--- src/rtl/erfc_pkg.sv ---
// ----------------------------------------------------------------------------
// erfc_pkg
// shared constants, coefficient tables and pipeline payload types for the
// complementary error function datapath
// ----------------------------------------------------------------------------
package erfc_pkg;

    // parameter defaults
    localparam int IN_FRAC_DEF  = 12;
    localparam int OUT_FRAC_DEF = 16;
    localparam int OUT_FRAC_MAX = 24;

    // internal fixed point
    localparam int QB      = 28;
    localparam int Y_W     = 31;  // |x| in Q28, below 6.0
    localparam int P_W     = 33;  // polynomial value, signed
    localparam int PS_W    = 37;  // polynomial sum before narrowing, signed
    localparam int A_W     = 36;  // exponent argument
    localparam int S_W     = 9;   // exponent shift
    localparam int R_W     = 28;  // reduced argument
    localparam int TERM_W  = 29;  // series term
    localparam int SUM_W   = 31;  // series sum
    localparam int E_W     = 30;  // exp result
    localparam int SQ_W    = 32;  // sqrt(pi) * y
    localparam int H_W     = 33;
    localparam int D_W     = 34;
    localparam int N_W     = 56;
    localparam int QD_W    = OUT_FRAC_MAX + 2;
    localparam int EXP_TERMS = 14;

    localparam logic [TERM_W-1:0] Q_ONE    = TERM_W'(1) << QB;
    localparam logic [R_W-1:0]    LN2_Q    = 28'd186065280;
    localparam logic [28:0]       SQRTPI_Q = 29'd475789458;
    localparam logic [24:0]       LN2_RECIP = 25'((64'd1 << 52) / 64'd186065280);

    // polynomial, Q28: leading coefficient, then horner steps, last step adds zero
    localparam logic signed [PS_W-1:0] POLY_C4 = -37'sd38759;
    localparam logic signed [PS_W-1:0] HORNER_C [5] = '{
        37'sd437694, -37'sd96497, -37'sd21324770, 37'sd173549271, 37'sd0
    };

    typedef struct packed {
        logic op;
        logic sat;
        logic neg;
        logic pos;
    } tag_t;

    typedef struct packed {
        tag_t            tag;
        logic [Y_W-1:0]  y;
        logic [SQ_W-1:0] sq;
        logic [A_W-1:0]  yy;
    } hpay_t;

    typedef struct packed {
        logic [S_W-1:0]    s;
        logic [R_W-1:0]    r;
        logic [TERM_W-1:0] term;
        logic [SUM_W-1:0]  sum;
    } lane_t;

    typedef struct packed {
        tag_t            tag;
        logic [SQ_W-1:0] sq;
        lane_t [1:0]     lane;
    } tpay_t;

    typedef struct packed {
        tag_t            tag;
        logic            ovf;
        logic [D_W-1:0]  d;
        logic [N_W-1:0]  rem;
        logic [QD_W-1:0] q;
    } dpay_t;

endpackage

--- src/rtl/erfc_div_cell.sv ---
// ----------------------------------------------------------------------------
// erfc_div_cell
// one restoring division step, quotient bit BIT
// ----------------------------------------------------------------------------
module erfc_div_cell
    import erfc_pkg::*;
#(
    parameter int BIT = 0
)
(
    input  logic  clk,
    input  logic  rst_n,
    input  logic  en,
    input  logic  in_valid,
    input  dpay_t in_pay,
    output logic  out_valid,
    output dpay_t out_pay
);

    logic        v_reg;
    dpay_t       pay_reg;
    dpay_t       pay_next;
    logic [63:0] dsh;
    logic [63:0] diff;
    logic        ge;

    always_comb
    begin
        dsh      = 64'(in_pay.d) << BIT;
        diff     = 64'(in_pay.rem) - dsh;
        ge       = 64'(in_pay.rem) >= dsh;
        pay_next = in_pay;
        pay_next.q[BIT] = ge;
        if (ge)
        begin
            pay_next.rem = N_W'(diff);
        end
    end

    always_ff @(posedge clk or negedge rst_n)
    begin
        if (!rst_n)
        begin
            v_reg <= 1'b0;
        end
        else if (en)
        begin
            v_reg <= in_valid;
        end
    end

    always_ff @(posedge clk)
    begin
        if (en)
        begin
            pay_reg <= pay_next;
        end
    end

    assign out_valid = v_reg;
    assign out_pay   = pay_reg;

endmodule
--- config.mk ---
export PLATFORM = sky130hd
export DESIGN_NAME = erfc_div_cell
export DESIGN_NICKNAME = d
export VERILOG_FILES = /design/src/rtl/erfc_pkg.sv /design/src/rtl/erfc_div_cell.sv
export SDC_FILE = /design/constraint.sdc
export NUM_CORES = 1
export LEC_CHECK = 0
export BUFFER_PORTS_ARGS = -buffer_cell sky130_fd_sc_hd__buf_2
export CORE_ASPECT_RATIO = 0.9
export CORE_MARGIN = 2
export CORE_UTILIZATION = 50
export CTS_BUF_LIST = sky130_fd_sc_hd__clkbuf_8 sky130_fd_sc_hd__clkbuf_16
export DETAILED_ROUTE_END_ITERATION = 10
export PLACE_DENSITY_LB_ADDON = 0.3
export REMOVE_ABC_BUFFERS = 1
export SYNTH_ARGS = -nofsm -noshare
export SYNTH_HDL_FRONTEND = slang
export SYNTH_SLANG_ARGS = --single-unit
--- constraint.sdc ---
create_clock -name clk -period 0.95 [get_ports clk]
set_input_delay 0.095 -clock clk [delete_from_list [all_inputs] [get_ports clk]]
set_output_delay 0.095 -clock clk [all_outputs]
set_load 0.03 [all_outputs]
==> impl_metrics.py, run 1 <==
metrics = {
    "logic_synthesis": {
        "synthCells": 623,
        "synthTopCellsByCount": "121 x edfxtp_1, 76 x nand2_1, 52 x o21ai_0",
        "syn_area_sq_mm": 0.00684,
        "yosys_warnings": 0,
        "yosysTopAreaCell": "edfxtp_1",
        "ys_ff_latch": 122,
        "synth_edf_count": 121,
        "synth_area_leaders": "edfxtp_1 53%, ha_1 6.2%, nand2_1 4.2%, o21ai_0 3.8%, xnor2_1 3.3%",
        "synth_top_area_share": 0.532,
        "ys.flop_type": "edfxtp_1",
        "yosysSeqAreaShare": 0.535,
        "postSynth.asyncResetShare": 0.00820,
        "yosysUniqueCellTypes": 66,
        "synth.most_common_cell": "edfxtp_1",
        "syn_avg_cell_area_sq_um": 11.0,
    },
    "timing": {
        "worst_endpoint": "out_pay[72]$_DFFE_PP_/D",
        "worst_path_end_type": "sequential cell input",
    },
    "placed_design": {
        "dp_hpwl_mm": 16.3,
        "place_congestion": 0.935,
        "io_buffers": 245,
    },
    "status": {
        "first-error": "[ERROR GRT-0232] Routing congestion too high. Check the congestion heatmap in the GUI.",
        "status": "did not finish",
        "stop_stage": "global routing (5_1_grt)",
    },
    "cts": {
        "cts_buffers": 17,
        "cts_sinks": 122,
        "cts.path.max_buffers": 2,
        "clockRootBuffer": "clkbuf_16",
        "htree_num_levels": 4,
    },
    "die": {
        "row_count": 40,
        "start_util": 0.512,
        "die_h_um": 115,
        "ios": 247,
        "die_x_um": 127,
    },
    "grt": {
        "gr-total-overflow": 1328,
        "grt_usage": 1.00,
        "grt_max_degree": 38,
    },
}
cells by family after synthesis:
family,count (synthesis),share of synthesized area
AOI/OAI and AO/OA,158,0.145
xor gates and xnor gates,50,0.0641
adders and majority gates,35,0.0652
buffers and inverters,65,0.0379
DFF,122,0.535
muxes,2,0.00311
and+or+nand+nor,191,0.149
metal layers:
layer | overflow | track usage
met5 | 2 | 0.356
met4 | 305 | 1.16
met3 | 16 | 0.752
met2 | 990 | 1.34
met1 | 15 | 0.870
metrics by stage:
stage / std cells / setup slack (ns) / setup TNS (ns) / cell area [sq um] / util
CTS: 1341 / -1.54 / -96.68 / 12700 / 0.949
detailed placement: 1188 / -2.32 / -115.62 / 9530 / 0.713
global placement: 1188 / -2.16 / -110.33 / 9530 / 0.713
floorplan: 599 / -2.80 / -134.76 / 6730 / -
timing repair:
item                       CTS
cloned                       9
pin swaps                   51
gates resized for setup    397
hold buffers                96
setup buffers               16
hold endpoints to repair    95
setup endpoints to repair  179
==> run 2: changes to the inputs <==
--- a/config.mk
+++ b/config.mk
@@ -6,12 +6,10 @@
 export NUM_CORES = 1
 export LEC_CHECK = 0
 export BUFFER_PORTS_ARGS = -buffer_cell sky130_fd_sc_hd__buf_2
-export CORE_ASPECT_RATIO = 0.9
 export CORE_MARGIN = 2
-export CORE_UTILIZATION = 50
-export CTS_BUF_LIST = sky130_fd_sc_hd__clkbuf_8 sky130_fd_sc_hd__clkbuf_16
+export CORE_UTILIZATION = 40
 export DETAILED_ROUTE_END_ITERATION = 10
-export PLACE_DENSITY_LB_ADDON = 0.3
+export PLACE_DENSITY_LB_ADDON = 0.15
 export REMOVE_ABC_BUFFERS = 1
 export SYNTH_ARGS = -nofsm -noshare
 export SYNTH_HDL_FRONTEND = slang
==> impl_metrics.py, run 2 <==
metrics = {
    "placed_design": {
        "placed_cell_area_sq_mm": 0.00966,
        "place_congestion": 0.910,
        "place_inst": 1247,
        "dp_hpwl_mm": 16.5,
        "io_buffers": 245,
    },
    "logic_synthesis": {
        "synthTopCellsByCount": "121 x edfxtp_1, 76 x nand2_1, 52 x o21ai_0",
        "synth_edf_count": 121,
        "yosysTopAreaCell": "edfxtp_1",
        "yosysUniqueCellTypes": 66,
        "ys_ff_latch": 122,
        "yosys_warnings": 0,
        "synth_area_leaders": "edfxtp_1 53%, ha_1 6.2%, nand2_1 4.2%, o21ai_0 3.8%, xnor2_1 3.3%",
        "syn_area_sq_mm": 0.00684,
        "postSynth.asyncResetShare": 0.00820,
        "yosysSeqAreaShare": 0.535,
        "synth_top_area_share": 0.532,
        "synthCells": 623,
        "ys.flop_type": "edfxtp_1",
        "syn_avg_cell_area_sq_um": 11.0,
        "synth.most_common_cell": "edfxtp_1",
    },
    "timing": {
        "finalHoldViolCount": 0,
        "timing.setup.tns_ns": -95.42,
        "fin_skew_ns": 0,
        "finalMaxSlewViolations": 0,
        "finalSetupViolCount": 179,
        "finalCritPeriodShare": 2.67,
        "relSlewSlack": 0.647,
        "fin_crit_ns": 2.54,
        "rsz0062_at_grt": "yes",
        "fin_ws_ns": -1.59,
        "fmax_mhz": 394,
        "tightest_slew_ns": 0.524,
    },
    "layout": {
        "final_common_cell": "buf_4",
        "largest_register_ffs": 121,
        "layout_common_cells": "193 x buf_4, 133 x buf_6, 121 x edfxtp_1, 113 x buf_2, 95 x dlygate4sd3_1",
        "regArea_sq_mm": 0.00366,
        "drive_gt1_frac": 0.484,
        "finalNetCount": 1330,
        "multi_input_area_sq_mm": 0.00340,
        "syn2layout_area_growth_pct": 89.6,
        "final_area_sq_mm": 0.0130,
        "instances_no_fill": 1404,
        "final_core_util": 0.779,
        "fillers": 1032,
    },
    "drt": {
        "wl_per_cell_um": 17.7,
        "ant_nets": 0,
        "routed-wl-met3_mm": 1.37,
        "drt-total-wl_mm": 24.8,
        "vias_per_cell": 5.04,
        "top_layer_used": "met4",
        "firstDrtPassIters": 5,
        "wl_met2_mm": 12.5,
        "drtIter0Drc": 362,
        "drc": 0,
        "wl_met1_mm": 10.5,
        "vias": 7082,
    },
    "flow_run": {
        "max-cap-violations": 0,
    },
    "status": {
        "violations": "negative setup slack",
        "status": "finished with violations",
    },
    "power": {
        "power_mw": 19.9,
        "p_sw_mw": 6.27,
        "peakVddDrop_v": 0.00136,
        "power_frac_seq": 0.347,
        "pwr-share-comb": 0.314,
        "p_sw_frac": 0.315,
        "p_leak_nw": 5.58,
        "cellPowerDensity_mw_per_mm2": 1540,
        "clkPwrFrac": 0.338,
        "internal_power_mw": 13.6,
    },
    "cts": {
        "clkLatencyLatePin_ns": 0.41,
        "htree_num_levels": 4,
        "cts_tree": "yes",
        "clockRootBuffer": "clkbuf_16",
        "path_clk_slew_ns": 0.06,
        "cts_buffers": 17,
        "cts_sinks": 122,
        "cts.path.max_buffers": 2,
    },
    "die": {
        "die_x_um": 135,
        "die_area_sq_mm": 0.0181,
        "core_sq_mm": 0.0166,
        "row_count": 47,
        "die_h_um": 135,
        "start_util": 0.411,
        "ios": 247,
    },
    "worst_setup_path": {
        "path_max_fanout": 7,
        "crit_arrival_ns": 2.70,
        "crit_required_ns": 1.12,
        "start_kind": "primary input",
        "worst-setup-path-type": "in -> reg",
        "crit_path_end_kind": "register",
    },
    "grt": {
        "grt_usage": 0.272,
        "gr-total-overflow": 0,
        "grt_pass1_vias": 7483,
        "grt_pass1_wl_mm": 38.4,
        "grt_max_degree": 47,
        "antenna_found_initial": 1,
    },
    "worst_hold_path": {
        "min_path_type": "in -> reg",
    },
}
## run 2: cell counts after synthesis
Identical to the previous run, type by type.
## run 2: routing by layer
layer / vias up / GRT usage
met2: 233 / 0.483
met4: 0 / 0.0807
met5: - / 0
met1: 3400 / 0.330
met3: 38 / 0.0578
li1: 3411 / -
## run 2: cell type report
type                            instances  share of cell area
Timing Repair Buffer                  552               0.374
Inverter                               41              0.0125
Sequential cell                       122               0.282
Antenna cell                            1            0.000193
Clock inverter                         15              0.0142
Tap cell                              220              0.0212
Multi-Input combinational cell        436               0.262
Clock buffer                           17              0.0328
## run 2: critical path, cell delays in order
cell,delay [ns]
buf_2,0.12
ha_4,0.26
nand4_1,0.14
or4_4,0.46
or3_4,0.39
o21ai_4,0.17
nor3_4,0.06
or4_4,0.63
buf_4,0.18
nor3_4,0.10
xor2_1,0.08
## run 2: cells by family (layout without fill, tap and decap cells)
| group | Yosys count | count (layout) | share of synthesized area |
|---|---|---|---|
| AOI/OAI and AO/OA | 158 | 158 | 0.145 |
| xor gates and xnor gates | 50 | 50 | 0.0641 |
| adders and majority gates | 35 | 35 | 0.0652 |
| and+or+nand+nor | 191 | 191 | 0.149 |
| DFF | 122 | 122 | 0.535 |
| other | 0 | 1 | 0 |
| muxes | 2 | 2 | 0.00311 |
| buffers and inverters | 65 | 625 | 0.0379 |
## run 2: path summary, 6_finish.rpt
check / from / end / slack (ns) / cells past startpoint
max in group asynchronous: rst_n / out_valid / 0.33 / 3
hold reg to reg: out_valid / out_valid / 0.67 / 2
setup / recovery: in_pay[56] / out_pay[78] / -1.59 / 11
setup reg to reg: out_valid / out_valid / 0.04 / 2
hold / removal: in_pay[44] / out_pay[44] / 0.02 / 3
min in group asynchronous: rst_n / out_valid / 0.52 / 3
## run 2: through the flow
step           worst slack [ns]  hold WS [ns]
2_1_floorplan             -2.80        -0.201
6_report                  -1.59        0.0192
3_3_place_gp              -2.14        -0.130
3_5_place_dp              -2.17        -0.130
5_1_grt                   -1.66       0.00146
4_1_cts                   -1.57      0.000204
## run 2: power groups by stage
stage	clock [mW]	combinational [mW]	sequential [mW]
after floorplan	0	1.43	8.03
after global placement	0	4.81	6.85
after detailed placement	0	4.85	6.85
after CTS	6.84	6.03	6.89
after global routing	7.11	6.65	6.97
final	6.74	6.26	6.92
## run 2: repair_timing
action | CTS | global route
pin swaps | 12 | 27
resized for setup | 329 | 41
hold endpoints to repair | 94 | 0
gates cloned | 6 | 0
endpoints found under the setup margin | 179 | 179
hold buffers | 95 | 0
setup buffers | 13 | 13
No activity file was read; power rests on OpenSTA's default activity.
==> run 3: changes to the inputs <==
--- a/config.mk
+++ b/config.mk
@@ -9,8 +9,10 @@
 export CORE_MARGIN = 2
 export CORE_UTILIZATION = 40
 export DETAILED_ROUTE_END_ITERATION = 10
+export HOLD_SLACK_MARGIN = 0.15
 export PLACE_DENSITY_LB_ADDON = 0.15
 export REMOVE_ABC_BUFFERS = 1
+export SETUP_SLACK_MARGIN = 0.1
 export SYNTH_ARGS = -nofsm -noshare
 export SYNTH_HDL_FRONTEND = slang
 export SYNTH_SLANG_ARGS = --single-unit
==> impl_metrics.py, run 3 (synthesis results as in run 2) <==
metrics = {
    "status": {
        "status": "finished with violations",
        "violations": "negative setup slack",
    },
    "timing": {
        "finalMaxSlewViolations": 0,
        "finalSetupViolCount": 179,
        "tightest_slew_ns": 0.535,
        "rsz0062_at_grt": "yes",
        "relSlewSlack": 0.639,
        "finalHoldViolCount": 0,
        "hold_ws_ns": 0.0894,
        "fin_skew_ns": 0,
        "fin_crit_ns": 2.54,
        "fin_ws_ns": -1.59,
        "fmax_mhz": 393,
        "finalCritPeriodShare": 2.68,
        "timing.setup.tns_ns": -95.41,
    },
    "worst_setup_path": {
        "crit_path_end_kind": "register",
        "reg2reg_from": "out_valid",
        "worst-setup-path-type": "in -> reg",
        "start_kind": "primary input",
        "startpoint": "in_pay[56]",
        "crit_arrival_ns": 2.70,
        "crit_required_ns": 1.11,
        "path_max_fanout": 7,
    },
    "placed_design": {
        "place_congestion": 0.910,
        "placed_cell_area_sq_mm": 0.00966,
        "place_inst": 1247,
        "dp_hpwl_mm": 16.5,
        "pre_cts_ws_ns": -2.17,
        "io_buffers": 245,
    },
    "cts": {
        "cts_tree": "yes",
        "cts_hold_buf": 109,
        "cts_sinks": 122,
        "cts.path.max_buffers": 2,
        "clockRootBuffer": "clkbuf_16",
        "cts_buffers": 17,
        "htree_num_levels": 4,
        "path_clk_slew_ns": 0.06,
        "clkLatencyLatePin_ns": 0.41,
    },
    "grt": {
        "gr-total-overflow": 0,
        "antenna_found_initial": 1,
        "grt_pass1_vias": 7631,
        "grt_max_degree": 47,
        "grt_usage": 0.276,
        "grt_pass1_wl_mm": 39.1,
    },
    "power": {
        "peakVddDrop_v": 0.00136,
        "p_leak_nw": 5.65,
        "power_mw": 20.0,
        "cellPowerDensity_mw_per_mm2": 1510,
    },
    "layout": {
        "final_core_util": 0.796,
        "finalNetCount": 1343,
        "layout_common_cells": "190 x buf_4, 142 x buf_6, 121 x edfxtp_1, 109 x dlygate4sd3_1, 103 x buf_2",
        "final_area_sq_mm": 0.0132,
        "syn2layout_area_growth_pct": 93.7,
        "instances_no_fill": 1417,
        "drive_gt1_frac": 0.485,
        "final_common_cell": "buf_4",
        "largest_register_ffs": 121,
        "fillers": 989,
    },
    "drt": {
        "firstDrtPassIters": 6,
        "wl_per_cell_um": 18.2,
        "vias_per_cell": 5.13,
        "drtIter0Drc": 391,
        "drc": 0,
        "ant_nets": 0,
        "vias": 7270,
        "drt-total-wl_mm": 25.8,
    },
    "die": {
        "row_count": 47,
        "ios": 247,
        "start_util": 0.411,
        "die_h_um": 135,
        "die_area_sq_mm": 0.0181,
        "die_x_um": 135,
        "core_sq_mm": 0.0166,
    },
    "flow_run": {
        "max-cap-violations": 0,
    },
    "worst_hold_path": {
        "min_path_type": "in -> reg",
        "hp-start": "in_pay[68]",
    },
}
run 3: final timing paths:
| path | slack [ns] | cells after the start | endpoint |
|---|---|---|---|
| min in group asynchronous | 0.52 | 3 | out_valid |
| hold reg to reg | 0.66 | 2 | out_valid |
| hold / removal | 0.09 | 3 | out_pay[68] |
| max in group asynchronous | 0.33 | 3 | out_valid |
| setup / recovery | -1.59 | 11 | out_pay[68] |
| setup reg to reg | 0.03 | 2 | out_valid |
run 3: cell type report:
type / count / area (sq um) / area share
diodes: 1 / 2.50 / 0.000189
clock buffers: 17 / 425 / 0.0321
clock inverters: 15 / 184 / 0.0139
inverters: 41 / 171 / 0.0129
multi-input cells: 436 / 3460 / 0.261
flip-flops and latches: 122 / 3660 / 0.276
well taps: 220 / 275 / 0.0208
repair buffers: 565 / 5060 / 0.383
run 3: what timing repair did:
action                                  in CTS  in global routing
gates cloned                                 6                  0
setup buffers                               13                 11
hold endpoints to repair                   126                 16
pin swaps                                   12                 30
gates resized for setup                    329                 74
endpoints found under the setup margin     179                179
run 3: power by group:
group / internal [mW] / total, mW / leakage (nW) / switching [mW]
sequential: 6.63 / 6.92 / 1.20 / 0.288
combinational: 3.13 / 6.41 / 4.16 / 3.29
clock: 3.98 / 6.72 / 0.297 / 2.74
total: 13.7 / 20.0 / 5.65 / 6.31
run 3: routing by layer:
layer / wire length, um / track usage / up-vias
met5: 0 / 0 / -
met2: 13100 / 0.488 / 279
met4: 567 / 0.0836 / 0
met3: 1550 / 0.0578 / 42
met1: 10600 / 0.338 / 3515
li1: - / - / 3434
run 3: worst max-delay path: stages:
cell     delay, ns
buf_2         0.12
ha_4          0.26
nand4_1       0.13
or4_4         0.46
or3_4         0.39
o21ai_4       0.17
nor3_4        0.06
or4_4         0.63
buf_4         0.18
nor3_4        0.11
xor2_1        0.09
==> run 4: changes to the inputs <==
--- a/config.mk
+++ b/config.mk
@@ -7,12 +7,13 @@
 export LEC_CHECK = 0
 export BUFFER_PORTS_ARGS = -buffer_cell sky130_fd_sc_hd__buf_2
 export CORE_MARGIN = 2
-export CORE_UTILIZATION = 40
+export CORE_UTILIZATION = 45
 export DETAILED_ROUTE_END_ITERATION = 10
 export HOLD_SLACK_MARGIN = 0.15
 export PLACE_DENSITY_LB_ADDON = 0.15
 export REMOVE_ABC_BUFFERS = 1
 export SETUP_SLACK_MARGIN = 0.1
+export SKIP_LAST_GASP = 1
 export SYNTH_ARGS = -nofsm -noshare
 export SYNTH_HDL_FRONTEND = slang
 export SYNTH_SLANG_ARGS = --single-unit
==> impl_metrics.py, run 4 (synthesis results as in run 2) <==
metrics = {
    "worst_hold_path": {
        "hold_path_depth": 2,
        "min_to": "out_pay[109]",
        "hp-start": "en",
        "min_path_type": "in -> reg",
    },
    "timing": {
        "fin_crit_ns": 2.72,
        "finalHoldViolCount": 0,
        "finalCritPeriodShare": 2.86,
        "relSlewSlack": 0.573,
        "timing.setup.tns_ns": -93.43,
        "tightest_slew_ns": 0.634,
        "fin_ws_ns": -1.77,
        "hold_ws_ns": 0.0973,
        "fin_skew_ns": 0,
        "rsz0062_at_grt": "yes",
        "fmax_mhz": 368,
        "finalMaxSlewViolations": 0,
        "finalSetupViolCount": 179,
    },
    "power": {
        "peakVddDrop_v": 0.00124,
        "p_leak_nw": 5.52,
        "cellPowerDensity_mw_per_mm2": 1540,
    },
    "worst_setup_path": {
        "cpPeakStageDelay_ns": 0.60,
        "cpMaxStageDelayCell": "or4_4",
        "crit_arrival_ns": 2.96,
        "worst-setup-path-type": "in -> reg",
        "rr_worst_depth": 1,
        "crit_required_ns": 1.19,
        "rrSetupSlack_ns": 0.19,
        "crit_path_end_kind": "register",
        "path_max_fanout": 5,
        "crit_top_cell": "or4_4",
        "start_kind": "primary input",
        "crit_path_cell_trace": "buf_6 > ha_4 > nand4_1 > or4_4 > or3_4 > o21ai_4 > nor3_4 > or4_4 > buf_4 > nor4b_4 > xor2_1",
        "reg2reg_from": "out_valid",
        "r2r_end": "out_valid",
    },
    "die": {
        "die_area_sq_mm": 0.0162,
        "start_util": 0.455,
        "ios": 247,
        "die_x_um": 127,
        "core_sq_mm": 0.0150,
        "row_count": 45,
        "die_h_um": 127,
    },
    "cts": {
        "cts_buffers": 17,
        "clkLatencyLatePin_ns": 0.41,
        "cts.path.max_buffers": 2,
        "cts_tree": "yes",
        "clockRootBuffer": "clkbuf_16",
        "path_clk_slew_ns": 0.06,
        "htree_num_levels": 4,
        "cts_hold_buf": 106,
        "cts_sinks": 122,
    },
    "drt": {
        "drtIter0Drc": 492,
        "wl_per_cell_um": 19.9,
        "drt-total-wl_mm": 27.4,
        "vias_per_cell": 5.40,
        "vias": 7442,
        "drc": 0,
        "ant_nets": 0,
        "firstDrtPassIters": 5,
    },
    "grt": {
        "antenna_found_initial": 1,
        "grt_pass1_vias": 7905,
        "grt_util_met1": 0.398,
        "grtUsageMet3": 0.0737,
        "grt_usage": 0.328,
        "gr-total-overflow": 0,
        "grt.busiest_layer": "met2",
        "grt_max_degree": 26,
        "use_met2": 0.572,
        "grt_pass1_wl_mm": 41.3,
    },
    "status": {
        "violations": "negative setup slack",
        "status": "finished with violations",
    },
    "layout": {
        "final_core_util": 0.848,
        "syn2layout_area_growth_pct": 86.4,
        "drive_gt1_frac": 0.471,
        "layout_common_cells": "201 x buf_4, 130 x buf_6, 121 x edfxtp_1, 113 x buf_2, 106 x dlygate4sd3_1",
        "fillers": 754,
        "finalNetCount": 1337,
        "regArea_sq_mm": 0.00366,
        "multi_input_area_sq_mm": 0.00333,
        "largest_register_ffs": 121,
        "final_common_cell": "buf_4",
    },
    "placed_design": {
        "dp_hpwl_mm": 16.5,
        "io_buffers": 245,
        "pre_cts_ws_ns": -2.21,
        "place_congestion": 0.884,
    },
    "flow_run": {
        "max-cap-violations": 0,
    },
}
run 4: cell type report:
| class | instances | share of cell area |
|---|---|---|
| flip-flops and latches | 122 | 0.287 |
| multi-input cells | 436 | 0.262 |
| repair buffers | 559 | 0.375 |
| diodes | 1 | 0.000196 |
| clock inverters | 15 | 0.0115 |
| clock buffers | 17 | 0.0334 |
| inverters | 41 | 0.0125 |
| well taps | 188 | 0.0185 |
run 4: worst max path at each step:
stage | to | start | cells after the start
after floorplan | out_pay[70] | in_pay[70] | 8
after global placement | out_pay[80] | in_pay[85] | 13
after detailed placement | out_pay[80] | in_pay[26] | 12
after CTS | out_pay[70] | in_pay[110] | 11
after global routing | out_pay[80] | in_pay[110] | 12
final | out_pay[80] | in_pay[55] | 11
run 4: repair_timing:
item,4_1_cts,5_1_grt
setup buffers,8,5
gates resized for setup,319,19
cloned,2,0
endpoints found under the hold margin,136,25
setup endpoints to repair,179,179
pin swaps,22,11
run 4: critical path: cells and delay by family:
family	cells	cell delay [ns]
fa+ha+maj	1	0.26
compound gates	1	0.17
simple gates	6	1.90
xor+xnor	1	0.23
buf+inv	2	0.28
run 4: layer usage:
metal / part of all wire / vias up / wire, um
met5: 0 / - / 0
met4: 0.029 / 0 / 788
met3: 0.074 / 62 / 2040
met2: 0.51 / 392 / 13900
met1: 0.39 / 3564 / 10700
li1: - / 3424 / -
run 4: per-stage QoR:
step	power, mW	cells	instance area (sq um)
after floorplan	9.46	599	6730
after global placement	11.7	1226	9710
after detailed placement	11.8	1226	9710
after CTS	19.3	1373	12600
after global routing	20.3	1379	12700
final	19.7	1379	12700
run 4: power by group:
group          switching, mW  internal, mW  leakage [nW]
Clock                   2.86          3.49         0.276
Combinational           3.32          3.06          4.04
Sequential             0.303          6.63          1.20
